[config.mk]
export PLATFORM = sky130hd
export DESIGN_NAME = hash_block_padder_top
export DESIGN_NICKNAME = d
export VERILOG_FILES = /design/src/rtl/core/hbp_pkg.sv /design/src/rtl/core/hbp_front.sv /design/src/rtl/core/hbp_cmd_fifo.sv /design/src/rtl/core/hbp_back.sv /design/src/rtl/core/hash_block_padder_top.sv
export SDC_FILE = /design/constraint.sdc
export NUM_CORES = 2
export LEC_CHECK = 0
export ABC_AREA = 1
export BUFFER_PORTS_ARGS = -buffer_cell sky130_fd_sc_hd__buf_2
export CORE_MARGIN = 1.5
export CORE_UTILIZATION = 25
export DETAILED_ROUTE_END_ITERATION = 6
export PLACE_DENSITY = 0.37
export SLEW_MARGIN = 20
export SYNTH_ARGS = -nofsm -noshare
export SYNTH_HDL_FRONTEND = slang
export SYNTH_SLANG_ARGS = --single-unit
[constraint.sdc]
create_clock -name clk -period 5.6 [get_ports clk]
set_input_delay 0.56 -clock clk [delete_from_list [all_inputs] [get_ports clk]]
set_output_delay 0.56 -clock clk [all_outputs]
set_load 0.05 [all_outputs]
[src/rtl/core/hbp_pkg.sv]
// Shared types, constants and helper functions of the hash block padder.
`default_nettype none

package hbp_pkg;

	// Largest block in bytes; the narrow block is always 64 bytes.
	localparam int MAX_BLOCK_BYTES = 128;
	localparam int NARROW_BLOCK_BYTES = 64;
	localparam int POS_W = $clog2(MAX_BLOCK_BYTES);
	localparam int BS_W = POS_W + 1;
	localparam int MEM_WORDS = MAX_BLOCK_BYTES / 8;
	localparam int WADDR_W = $clog2(MEM_WORDS);

	// Length field limits in bytes and the bit count width.
	localparam int LEN_MIN = 8;
	localparam int LEN_MAX = 16;
	localparam int LEN_W = 5;
	localparam int COUNT_W = 128;

	// Stream widths.
	localparam int IDX_W = 4;
	localparam int WORD_W = 64;
	localparam int S_TDATA_W = 8;
	localparam int M_TDATA_W = 72;
	localparam int M_PAD_W = M_TDATA_W - WORD_W - IDX_W;

	// Padding marker byte.
	localparam logic [7:0] PAD_MARK = 8'h80;

	// Configuration register indexes.
	localparam int CFG_IDX_W = 2;
	localparam logic [CFG_IDX_W-1:0] CFG_WIDE_BLOCK = 2'd0;
	localparam logic [CFG_IDX_W-1:0] CFG_LENGTH_FIELD_BYTES = 2'd1;
	localparam logic [CFG_IDX_W-1:0] CFG_LENGTH_BIG_ENDIAN = 2'd2;

	// Command queue depth.
	localparam int CMDQ_DEPTH = 4;
	localparam int CMDQ_AW = $clog2(CMDQ_DEPTH);

	typedef struct packed {
		logic wide_block;
		logic [LEN_W-1:0] length_field_bytes;
		logic length_big_endian;
	} cfg_t;

	typedef enum logic [1:0] {
		CMD_BYTE,
		CMD_FLUSH,
		CMD_END,
		CMD_END_EXTRA
	} cmd_kind_t;

	typedef struct packed {
		cmd_kind_t kind;
		logic [POS_W-1:0] pos;
		logic [7:0] data;
	} cmd_t;

	typedef enum logic [1:0] {
		MRG_RAW,
		MRG_PAD,
		MRG_PAD_LEN,
		MRG_ZERO_LEN
	} merge_t;

	typedef struct packed {
		logic [WADDR_W-1:0] word;
		logic last;
		merge_t merge;
	} word_meta_t;

	typedef enum logic [1:0] {
		ST_IDLE,
		ST_EMIT,
		ST_WAIT
	} state_t;

	// Block size in bytes, rounded down to whole words.
	function automatic logic [BS_W-1:0] block_bytes(input logic wide);
		logic [BS_W-1:0] bs;
		bs = wide ? BS_W'(MAX_BLOCK_BYTES) : BS_W'(NARROW_BLOCK_BYTES);
		return bs & ~BS_W'(7);
	endfunction

	// Length field size clamped to the legal range.
	function automatic logic [LEN_W-1:0] len_bytes(input logic [LEN_W-1:0] raw);
		logic [LEN_W-1:0] l;
		l = raw;
		if (l < LEN_W'(LEN_MIN)) begin
			l = LEN_W'(LEN_MIN);
		end
		if (l > LEN_W'(LEN_MAX)) begin
			l = LEN_W'(LEN_MAX);
		end
		return l;
	endfunction

endpackage

`default_nettype wire

[src/rtl/core/hbp_front.sv]
// Front end of the hash block padder: accepts words, tracks the fill position, issues commands.
`default_nettype none

module hbp_front (
	input  wire logic                     clk,
	input  wire logic                     arst_n,
	input  wire hbp_pkg::cfg_t            cfg,
	input  wire logic                     s_tvalid,
	output logic                          s_tready,
	input  wire logic [7:0]               s_tdata,
	input  wire logic [0:0]               s_tuser,
	input  wire logic                     q_full,
	output logic                          q_push,
	output hbp_pkg::cmd_t                 q_cmd
);

	logic [hbp_pkg::POS_W-1:0] fill_q;
	logic [hbp_pkg::BS_W-1:0]  bs;
	logic [hbp_pkg::LEN_W-1:0] lb;
	logic [hbp_pkg::POS_W-1:0] pos;
	logic [hbp_pkg::BS_W-1:0]  next_pos;
	logic                      block_full;

	assign bs = hbp_pkg::block_bytes(cfg.wide_block);
	assign lb = hbp_pkg::len_bytes(cfg.length_field_bytes);

	// A fill position left over from a larger block lands on the last byte.
	assign pos = (hbp_pkg::BS_W'(fill_q) >= bs) ? hbp_pkg::POS_W'(bs - 1'b1) : fill_q;
	assign next_pos = hbp_pkg::BS_W'(pos) + 1'b1;
	assign block_full = (next_pos == bs);

	assign s_tready = !q_full;
	assign q_push = s_tvalid && s_tready;

	always_comb begin
		q_cmd.pos = pos;
		q_cmd.data = s_tdata;
		if (s_tuser[0] == 1'b0) begin
			q_cmd.kind = block_full ? hbp_pkg::CMD_FLUSH : hbp_pkg::CMD_BYTE;
		end else begin
			// The length field must start at or after the byte behind the marker.
			q_cmd.kind = (next_pos > (bs - hbp_pkg::BS_W'(lb))) ?
				hbp_pkg::CMD_END_EXTRA : hbp_pkg::CMD_END;
		end
	end

	always_ff @(posedge clk or negedge arst_n) begin
		if (!arst_n) begin
			fill_q <= '0;
		end else if (q_push) begin
			if (s_tuser[0] == 1'b1 || block_full) begin
				fill_q <= '0;
			end else begin
				fill_q <= hbp_pkg::POS_W'(next_pos);
			end
		end
	end

endmodule

`default_nettype wire

[src/rtl/core/hbp_cmd_fifo.sv]
// Short command queue between the front end and the back end of the padder.
`default_nettype none

module hbp_cmd_fifo (
	input  wire logic          clk,
	input  wire logic          arst_n,
	input  wire logic          push,
	input  wire hbp_pkg::cmd_t push_cmd,
	output logic               full,
	input  wire logic          pop,
	output logic               head_valid,
	output hbp_pkg::cmd_t      head_cmd
);

	hbp_pkg::cmd_t               entries_q [hbp_pkg::CMDQ_DEPTH];
	logic [hbp_pkg::CMDQ_AW-1:0] wr_ptr_q;
	logic [hbp_pkg::CMDQ_AW-1:0] rd_ptr_q;
	logic [hbp_pkg::CMDQ_AW:0]   count_q;
	logic                        do_push;
	logic                        do_pop;

	assign full = (count_q == (hbp_pkg::CMDQ_AW+1)'(hbp_pkg::CMDQ_DEPTH));
	assign head_valid = (count_q != '0);
	assign head_cmd = entries_q[rd_ptr_q];
	assign do_push = push && !full;
	assign do_pop = pop && head_valid;

	always_ff @(posedge clk) begin
		if (do_push) begin
			entries_q[wr_ptr_q] <= push_cmd;
		end
	end

	always_ff @(posedge clk or negedge arst_n) begin
		if (!arst_n) begin
			wr_ptr_q <= '0;
			rd_ptr_q <= '0;
			count_q <= '0;
		end else begin
			if (do_push) begin
				wr_ptr_q <= wr_ptr_q + 1'b1;
			end
			if (do_pop) begin
				rd_ptr_q <= rd_ptr_q + 1'b1;
			end
			if (do_push && !do_pop) begin
				count_q <= count_q + 1'b1;
			end else if (do_pop && !do_push) begin
				count_q <= count_q - 1'b1;
			end
		end
	end

endmodule

`default_nettype wire

[src/rtl/core/hbp_back.sv]
// Back end of the padder: block store, bit counter, padding merge and word output stage.
`default_nettype none

module hbp_back (
	input  wire logic                            clk,
	input  wire logic                            arst_n,
	input  wire hbp_pkg::cfg_t                   cfg,
	input  wire logic                            q_valid,
	input  wire hbp_pkg::cmd_t                   q_cmd,
	output logic                                 q_pop,
	output logic                                 m_tvalid,
	input  wire logic                            m_tready,
	output logic [hbp_pkg::M_TDATA_W-1:0]        m_tdata,
	output logic                                 m_tlast,
	output logic [0:0]                           m_tuser
);

	hbp_pkg::state_t state_q;
	hbp_pkg::state_t state_next;

	logic [hbp_pkg::WORD_W-1:0]  mem [hbp_pkg::MEM_WORDS];

	logic [hbp_pkg::WADDR_W-1:0] word_q;
	hbp_pkg::merge_t             merge_q;
	logic [hbp_pkg::POS_W-1:0]   pos_q;
	logic [hbp_pkg::COUNT_W-1:0] cnt_q;

	logic                        s1_valid_q;
	logic [hbp_pkg::WORD_W-1:0]  rd_data_s1;
	hbp_pkg::word_meta_t         meta_s1;

	logic                        out_valid_q;
	logic [hbp_pkg::WORD_W-1:0]  out_word_q;
	logic [hbp_pkg::IDX_W-1:0]   out_idx_q;
	logic                        out_last_q;
	logic                        out_msg_q;

	logic [hbp_pkg::BS_W-1:0]    bs;
	logic [hbp_pkg::LEN_W-1:0]   lb;
	logic [hbp_pkg::BS_W-1:0]    len_lo;
	logic [hbp_pkg::WADDR_W-1:0] words_m1;
	logic                        word_last;
	logic                        s1_move;
	logic                        s1_free;
	logic                        s1_msg;
	logic                        rd_en;
	logic                        wr_en;
	logic [hbp_pkg::WADDR_W-1:0] wr_addr;
	logic [2:0]                  wr_lane;
	logic [hbp_pkg::WORD_W-1:0]  merged;

	assign bs = hbp_pkg::block_bytes(cfg.wide_block);
	assign lb = hbp_pkg::len_bytes(cfg.length_field_bytes);
	assign len_lo = bs - hbp_pkg::BS_W'(lb);
	assign words_m1 = hbp_pkg::WADDR_W'((bs >> 3) - 1'b1);
	assign word_last = (word_q == words_m1);

	assign s1_move = s1_valid_q && (!out_valid_q || m_tready);
	assign s1_free = !s1_valid_q || s1_move;
	assign s1_msg = meta_s1.last &&
		(meta_s1.merge == hbp_pkg::MRG_PAD_LEN || meta_s1.merge == hbp_pkg::MRG_ZERO_LEN);

	// Earliest byte of a word sits in the top lane.
	assign wr_addr = q_cmd.pos[hbp_pkg::POS_W-1:3];
	assign wr_lane = ~q_cmd.pos[2:0];

	always_comb begin
		state_next = state_q;
		unique case (state_q)
			hbp_pkg::ST_IDLE: begin
				if (q_valid && q_cmd.kind != hbp_pkg::CMD_BYTE) begin
					state_next = hbp_pkg::ST_EMIT;
				end
			end
			hbp_pkg::ST_EMIT: begin
				if (s1_free && word_last && merge_q != hbp_pkg::MRG_PAD) begin
					state_next = hbp_pkg::ST_WAIT;
				end
			end
			hbp_pkg::ST_WAIT: begin
				if (s1_free) begin
					state_next = hbp_pkg::ST_IDLE;
				end
			end
			default: begin
				state_next = hbp_pkg::ST_IDLE;
			end
		endcase
	end

	always_comb begin
		q_pop = 1'b0;
		rd_en = 1'b0;
		wr_en = 1'b0;
		unique case (state_q)
			hbp_pkg::ST_IDLE: begin
				q_pop = q_valid;
				wr_en = q_valid &&
					(q_cmd.kind == hbp_pkg::CMD_BYTE || q_cmd.kind == hbp_pkg::CMD_FLUSH);
			end
			hbp_pkg::ST_EMIT: begin
				rd_en = s1_free;
			end
			hbp_pkg::ST_WAIT: begin
				rd_en = 1'b0;
			end
			default: begin
				q_pop = 1'b0;
			end
		endcase
	end

	// Padding and length merge applied to the word read from the store.
	always_comb begin
		logic [hbp_pkg::POS_W-1:0] p;
		logic [hbp_pkg::BS_W-1:0]  pw;
		logic [hbp_pkg::BS_W-1:0]  li_full;
		logic [3:0]                li;
		logic [7:0]                b;
		for (int j = 0; j < 8; j++) begin
			p = {meta_s1.word, 3'(j)};
			pw = hbp_pkg::BS_W'(p);
			b = rd_data_s1[hbp_pkg::WORD_W-1-8*j -: 8];
			unique case (meta_s1.merge)
				hbp_pkg::MRG_RAW: begin
					b = b;
				end
				hbp_pkg::MRG_PAD, hbp_pkg::MRG_PAD_LEN: begin
					if (p == pos_q) begin
						b = hbp_pkg::PAD_MARK;
					end else if (p > pos_q) begin
						b = 8'h00;
					end
				end
				hbp_pkg::MRG_ZERO_LEN: begin
					b = 8'h00;
				end
				default: begin
					b = 8'h00;
				end
			endcase
			li_full = cfg.length_big_endian ? (bs - 1'b1 - pw) : (pw - len_lo);
			li = li_full[3:0];
			if ((meta_s1.merge == hbp_pkg::MRG_PAD_LEN || meta_s1.merge == hbp_pkg::MRG_ZERO_LEN)
					&& pw >= len_lo) begin
				b = cnt_q[{li, 3'b000} +: 8];
			end
			merged[hbp_pkg::WORD_W-1-8*j -: 8] = b;
		end
	end

	always_ff @(posedge clk) begin
		if (wr_en) begin
			mem[wr_addr][{wr_lane, 3'b000} +: 8] <= q_cmd.data;
		end
		if (rd_en) begin
			rd_data_s1 <= mem[word_q];
		end
	end

	always_ff @(posedge clk or negedge arst_n) begin
		if (!arst_n) begin
			state_q <= hbp_pkg::ST_IDLE;
			word_q <= '0;
			merge_q <= hbp_pkg::MRG_RAW;
			pos_q <= '0;
			cnt_q <= '0;
			s1_valid_q <= 1'b0;
			out_valid_q <= 1'b0;
		end else begin
			state_q <= state_next;
			if (q_pop) begin
				pos_q <= q_cmd.pos;
				word_q <= '0;
				unique case (q_cmd.kind)
					hbp_pkg::CMD_FLUSH:     merge_q <= hbp_pkg::MRG_RAW;
					hbp_pkg::CMD_END:       merge_q <= hbp_pkg::MRG_PAD_LEN;
					hbp_pkg::CMD_END_EXTRA: merge_q <= hbp_pkg::MRG_PAD;
					hbp_pkg::CMD_BYTE:      merge_q <= merge_q;
					default:                merge_q <= merge_q;
				endcase
			end else if (rd_en) begin
				if (word_last) begin
					word_q <= '0;
					// The extra block that carries only the length follows the padded one.
					if (merge_q == hbp_pkg::MRG_PAD) begin
						merge_q <= hbp_pkg::MRG_ZERO_LEN;
					end
				end else begin
					word_q <= word_q + 1'b1;
				end
			end
			if (s1_move && s1_msg) begin
				cnt_q <= '0;
			end else if (wr_en) begin
				cnt_q <= cnt_q + hbp_pkg::COUNT_W'(8);
			end
			if (rd_en) begin
				s1_valid_q <= 1'b1;
			end else if (s1_move) begin
				s1_valid_q <= 1'b0;
			end
			if (s1_move) begin
				out_valid_q <= 1'b1;
			end else if (m_tready) begin
				out_valid_q <= 1'b0;
			end
		end
	end

	always_ff @(posedge clk) begin
		if (rd_en) begin
			meta_s1.word <= word_q;
			meta_s1.last <= word_last;
			meta_s1.merge <= merge_q;
		end
		if (s1_move) begin
			out_word_q <= merged;
			out_idx_q <= hbp_pkg::IDX_W'(meta_s1.word);
			out_last_q <= meta_s1.last;
			out_msg_q <= s1_msg;
		end
	end

	assign m_tvalid = out_valid_q;
	assign m_tdata = {{hbp_pkg::M_PAD_W{1'b0}}, out_idx_q, out_word_q};
	assign m_tlast = out_last_q;
	assign m_tuser = out_msg_q;

`ifndef ASSERT_OFF
	a_count_cleared: assert property (@(posedge clk) disable iff (!arst_n)
		(s1_move && s1_msg) |=> (cnt_q == '0))
		else $error("bit count not cleared after the final word");
	a_store_quiet: assert property (@(posedge clk) disable iff (!arst_n)
		wr_en |-> !s1_valid_q)
		else $error("block store written while a read word is pending");
	a_idle_drained: assert property (@(posedge clk) disable iff (!arst_n)
		(state_q == hbp_pkg::ST_IDLE) |-> !s1_valid_q)
		else $error("command taken before the previous block has drained");
	a_msg_ends_block: assert property (@(posedge clk) disable iff (!arst_n)
		(out_valid_q && out_msg_q) |-> out_last_q)
		else $error("message end flagged away from a block end");
`endif

endmodule

`default_nettype wire

[src/rtl/core/hash_block_padder_top.sv]
// Top level of the hash block padder: configuration registers and the front, queue and back.
`default_nettype none

// Merkle-Damgard length padding front end. Each slave word carries one message
// byte (tuser low) or an end-of-message marker (tuser high). Bytes are gathered
// into 64-byte blocks, or 128-byte blocks when wide_block is set, and every full
// block leaves the master side as 8 or 16 words of 64 bits, earliest byte in the
// top bits, with the word's position in the block, tlast on the last word of a
// block and tuser on the last word of the final padded block. A 128-bit bit
// count is kept per message; the end marker appends 0x80, zero-fills, adds a
// further block when the length no longer fits, and writes the low
// length_field_bytes bytes of the count (clamped to 8..16) in the byte order set
// by length_big_endian, after which the counters return to zero. The front end
// takes one word per cycle, unless the queue is full, into a four-entry command
// queue. The back end takes each byte with a single write to the block store.
// To send a block it takes the command, reads each word on the store's read
// port, and waits while the last word leaves the read stage; the first word of
// a block passes the command queue, the state register, the read stage and the
// output register before it appears. An end marker sends one or two blocks;
// with two, the reads of the second follow those of the first without a return
// to idle. The front end stalls only while the queue is full. The block store
// needs no clearing pass after reset: every byte that is sent was written first
// or is replaced by padding or length. Configuration is written through cfg_we,
// cfg_index and cfg_data, and should only be changed while the block is idle.

module hash_block_padder_top (
	input  wire logic                              clk,
	input  wire logic                              arst_n,
	// Configuration write port.
	input  wire logic                              cfg_we,
	input  wire logic [hbp_pkg::CFG_IDX_W-1:0]     cfg_index,
	input  wire logic [hbp_pkg::LEN_W-1:0]         cfg_data,
	// Slave side.
	input  wire logic                              s_tvalid,
	output logic                                   s_tready,
	input  wire logic [hbp_pkg::S_TDATA_W-1:0]     s_tdata,   // [7:0] data_byte
	input  wire logic [0:0]                        s_tuser,   // [0] mode
	// Master side.
	output logic                                   m_tvalid,
	input  wire logic                              m_tready,
	output logic [hbp_pkg::M_TDATA_W-1:0]          m_tdata,   // [63:0] block_word,
	                                                          // [67:64] word_index, zero above
	output logic                                   m_tlast,   // block_done
	output logic [0:0]                             m_tuser    // [0] message_done
);

	hbp_pkg::cfg_t cfg_q;
	hbp_pkg::cmd_t push_cmd;
	hbp_pkg::cmd_t head_cmd;
	logic          q_push;
	logic          q_full;
	logic          q_pop;
	logic          head_valid;

	// The configuration registers keep their values across the end of a message.
	always_ff @(posedge clk or negedge arst_n) begin
		if (!arst_n) begin
			cfg_q.wide_block <= 1'b0;
			cfg_q.length_field_bytes <= hbp_pkg::LEN_W'(hbp_pkg::LEN_MIN);
			cfg_q.length_big_endian <= 1'b1;
		end else if (cfg_we) begin
			unique case (cfg_index)
				hbp_pkg::CFG_WIDE_BLOCK: begin
					cfg_q.wide_block <= cfg_data[0];
				end
				hbp_pkg::CFG_LENGTH_FIELD_BYTES: begin
					cfg_q.length_field_bytes <= cfg_data;
				end
				hbp_pkg::CFG_LENGTH_BIG_ENDIAN: begin
					cfg_q.length_big_endian <= cfg_data[0];
				end
				default: begin
					cfg_q <= cfg_q;
				end
			endcase
		end
	end

	// The front end classifies each word against the current fill position.
	hbp_front u_front (
		.clk      (clk),
		.arst_n   (arst_n),
		.cfg      (cfg_q),
		.s_tvalid (s_tvalid),
		.s_tready (s_tready),
		.s_tdata  (s_tdata),
		.s_tuser  (s_tuser),
		.q_full   (q_full),
		.q_push   (q_push),
		.q_cmd    (push_cmd)
	);

	hbp_cmd_fifo u_cmd_fifo (
		.clk        (clk),
		.arst_n     (arst_n),
		.push       (q_push),
		.push_cmd   (push_cmd),
		.full       (q_full),
		.pop        (q_pop),
		.head_valid (head_valid),
		.head_cmd   (head_cmd)
	);

	// The back end owns the block store and the bit count and sends the words.
	hbp_back u_back (
		.clk      (clk),
		.arst_n   (arst_n),
		.cfg      (cfg_q),
		.q_valid  (head_valid),
		.q_cmd    (head_cmd),
		.q_pop    (q_pop),
		.m_tvalid (m_tvalid),
		.m_tready (m_tready),
		.m_tdata  (m_tdata),
		.m_tlast  (m_tlast),
		.m_tuser  (m_tuser)
	);

endmodule

`default_nettype wire
==> impl_metrics.yaml <==
status:
  status: "complete, no violations"
die:
  die_h_um: 515.8
  die_w_um: 515.8
  dieArea_um2: 266000
  row_count: 188
  initial_utilization_pct: 25.09
  core-area_um2: 262000
  io_pins: 97
worst_setup_path:
  timing.rr.start: "u_cmd_fifo.rd_ptr_q[0]"
  start_kind: "register"
  r2r_slack_ns: 1.01
  cp_max_fo: 34
  reg2reg_to: "u_back.mem[15][39]"
  crit_required_ns: 6.05
  path_class: "register to register"
  crit_arrival_ns: 5.04
  slowest_stage: "nor2_1"
  end_kind: "register"
  cp_cell_sequence: "inv_4 > nand2_1 > nand3_1 > nand2_2 > inv_2 > ha_1 > ha_1 > nand2_4 > nor2_8 > nand3_2 > nor2_1"
  crit_top_cell: "ha_1"
  r2r_cells: 11
  slowest_delay_ns: 0.78
power:
  internal-power_mw: 23.86
  p_switching_mw: 19.17
  p_leak_nw: 26.22
  switching_share_pct: 44.54
  power.density_nw_per_um2: 564.5
  pwr-share-comb_pct: 39.7
  pwr-share-clk_pct: 26.1
  peakVddDrop_v: 0.0003846
  pwr-share-seq_pct: 34.3
placed_design:
  dp_hpwl_um: 192800
  placedCellCount: 9970
  port_buffers: 92
  globalplace.congestion: 0.9387
logic_synthesis:
  syn_avg_cell_area_um2: 9.995
  synth_top_family_by_area: "simple AND/OR/NAND/NOR gates"
  yosysWarnings: 0
  syn-instance-count: 6577
  yosys-mux-area-fraction_pct: 0.1599
  synth-simple-area-share_pct: 20.19
  synth_compound_area_share_pct: 11.85
  synth_async_sr_flop_share_pct: 11.68
  synth_top_flop_cell: "edfxtp_1"
  seq_area_frac_synth_pct: 62.53
  synth_edf_count: 1233
  synth-adder-area-share_pct: 0.7728
  netlist_area_um2: 65740
  ys_types: 60
  ys_ff_latch: 1396
  synth_xor_area_share_pct: 0.2931
final_layout:
  fin_nets: 6700
  area_growth_pct: 15.95
  drive_gt1_share_pct: 9.376
  mostFrequentLayoutCells: "edfxtp_1, nand2_1, nor2_1"
  instances_no_fill: 10300
  layout_commonest_cell: "edfxtp_1"
sta:
  final-setup-viol-count: 0
  worst_pin_slew_ns: 1.148
  finalCriticalPeriod_ns: 4.586
  finClkSkew_ns: 0.07925
  fmax_mhz: 218.0
  hold_viol_final: 0
  rsz0062_at_grt: "false"
  fin_setup_tns_ns: 0
  timing.final.crit_share_pct: 81.90
  drv_slew: 0
  maxSlewHeadroom_pct: 23.46
min_path:
  hold_path.class: "input port to register"
  whs_endpoint: "cfg_q[0]"
  min_from: "cfg_data[0]"
  whs_path_depth: 3
route:
  routed_wl_um: 274300
  drc: 0
  vias: 51310
  viasPerCell: 4.980
  drtPass1Iterations: 6
  wl_per_cell_um: 26.62
  postRouteAntennaNets: 0
  initialDrtViolationCount: 5081
clock_tree:
  post_cts_buffers: 0
  hold_buffers: 14
  clk_path_buf_depth: 3
  htreeDepth: 4
  cts_root_buf: "clkbuf_16"
  cts.repair.resized: 0
  clk_pin_slew_worst_paths_ns: 0.06
  cts_tree: "yes"
  clkSinkCount: 1396
  cts-buffers-inserted: 168
  clk_latency_ns: 0.84
grt:
  grt_pass1_wl_um: 384100
  grt_max_degree: 194
  grt_use_total_pct: 20.27
  antenna_found_initial: 16
  grt_pass1_vias: 50300
  grt-ovfl-total: 0
flow_run:
  maxCapViolCount: 0
==> worst max-delay path: cells and delay by family, from the launching register on <==
family	cells	cell delay, ns
AND/OR/NAND/NOR	7	2.16
adder cells (fa/ha/maj)	2	0.96
flip-flops	1	0.67
buffers and inverters	2	0.37
==> Yosys cell counts, drive strengths merged, types with 3 or more instances <==
library cell / instances / area, µm²
xor2: 13 / 113.9
nand4: 83 / 531.8
nand3: 623 / 3183
nor2: 1170 / 4486
dfrtp: 161 / 4029
a32oi: 8 / 70.07
o21ai: 727 / 3638
nor3: 32 / 193.9
mux2: 4 / 45.04
edfxtp: 1233 / 37030
xnor2: 9 / 78.83
clkbuf: 226 / 858.3
a21o: 3 / 22.52
a21oi: 53 / 272.8
o22ai: 84 / 538.0
and3: 3 / 18.77
mux2i: 6 / 60.06
ha: 39 / 488.0
o211ai: 220 / 1652
o221ai: 174 / 1524
buf: 143 / 782.0
nand2: 1214 / 4604
nor3b: 4 / 30.03
inv: 294 / 1106
or2: 29 / 181.4
a31oi: 3 / 25.02
==> per-layer routing <==
layer  up-vias  track usage [%]  wire [µm]
met5         -                0         13
met4         2            7.855      11440
met3       410            3.227      14240
met2      1637            33.48     129300
met1     25710            26.44     119200
li1      23550                -          -
==> stage by stage <==
step	area, µm²	power [mW]	hold slack, ns	worst slack [ns]	util (%)
floorplan	65750	23.81	0.2644	0.3888	-
global placement	70350	32.31	0.4499	0.9056	26.85
detailed placement	70360	32.27	0.4478	0.9105	26.85
CTS	76200	43.59	0.004236	0.8592	29.08
global route	76210	45.07	0.05497	0.6144	29.08
finish	76220	43.03	0.05857	1.014	29.09
==> registers in the layout, indices dropped and copies added (netlist names) <==
register / count
u_back.pos_q: 7
u_back.out_idx_q: 4
u_back.meta_s1: 7
u_cmd_fifo.count_q: 3
u_back.m_tvalid: 1
u_back.merge_q: 2
u_front.fill_q: 7
u_cmd_fifo.wr_ptr_q: 2
u_back.state_q: 2
u_back.m_tuser: 1
u_back.rd_data_s1: 64
u_back.m_tlast: 1
u_back.out_word_q: 64
u_cmd_fifo.entries_q: 68
u_back.cnt_q: 125
cfg_q: 7
u_back.s1_valid_q: 1
u_cmd_fifo.rd_ptr_q: 2
u_back.mem: 1024
u_back.word_q: 4
==> cell type report <==
type                            count  area [µm²]
Antenna cell                        6       15.01
Clock buffer                      212        4522
Clock inverter                    102        1177
Fill cell                       27500      185800
Inverter                          296        1134
Multi-Input combinational cell   4519       21980
Sequential cell                  1396       41120
Tap cell                         3515        4398
Timing Repair Buffer              258        1876
==> worst max-delay path by stage <==
| stage | cells after the start | from | slack, ns | to |
|---|---|---|---|---|
| after floorplan | 11 | u_back.m_tvalid | 0.39 | u_back.cnt_q[124] |
| after global placement | 12 | u_cmd_fifo.rd_ptr_q[0] | 0.91 | u_back.mem[14][5] |
| after detailed placement | 11 | u_cmd_fifo.rd_ptr_q[0] | 0.91 | u_back.mem[6][38] |
| after CTS | 11 | u_cmd_fifo.rd_ptr_q[0] | 0.86 | u_back.mem[13][61] |
| after global routing | 11 | u_cmd_fifo.rd_ptr_q[0] | 0.61 | u_back.mem[0][36] |
| final | 11 | u_cmd_fifo.rd_ptr_q[0] | 1.01 | u_back.mem[15][39] |
==> logic make-up (layout without fill, tap and decap cells) <==
kind of cell / Yosys count / count (layout)
muxes: 10 / 10
buffers and inverters: 665 / 868
xor gates and xnor gates: 22 / 22
and+or+nand+nor: 3164 / 3164
AOI/OAI and AO/OA: 1278 / 1278
other: 2 / 11
DFF: 1396 / 1396
adders and majority gates: 40 / 40
==> power groups by stage <==
stage,clock (mW),sequential [mW],combinational (mW)
finish,11.2,14.7,17.1
global route,11.9,14.8,18.4
floorplan,0,15.1,8.71
CTS,11.5,14.8,17.3
global placement,0,15.0,17.3
detailed placement,0,15.0,17.3
No activity file was read; power rests on OpenSTA's default activity.
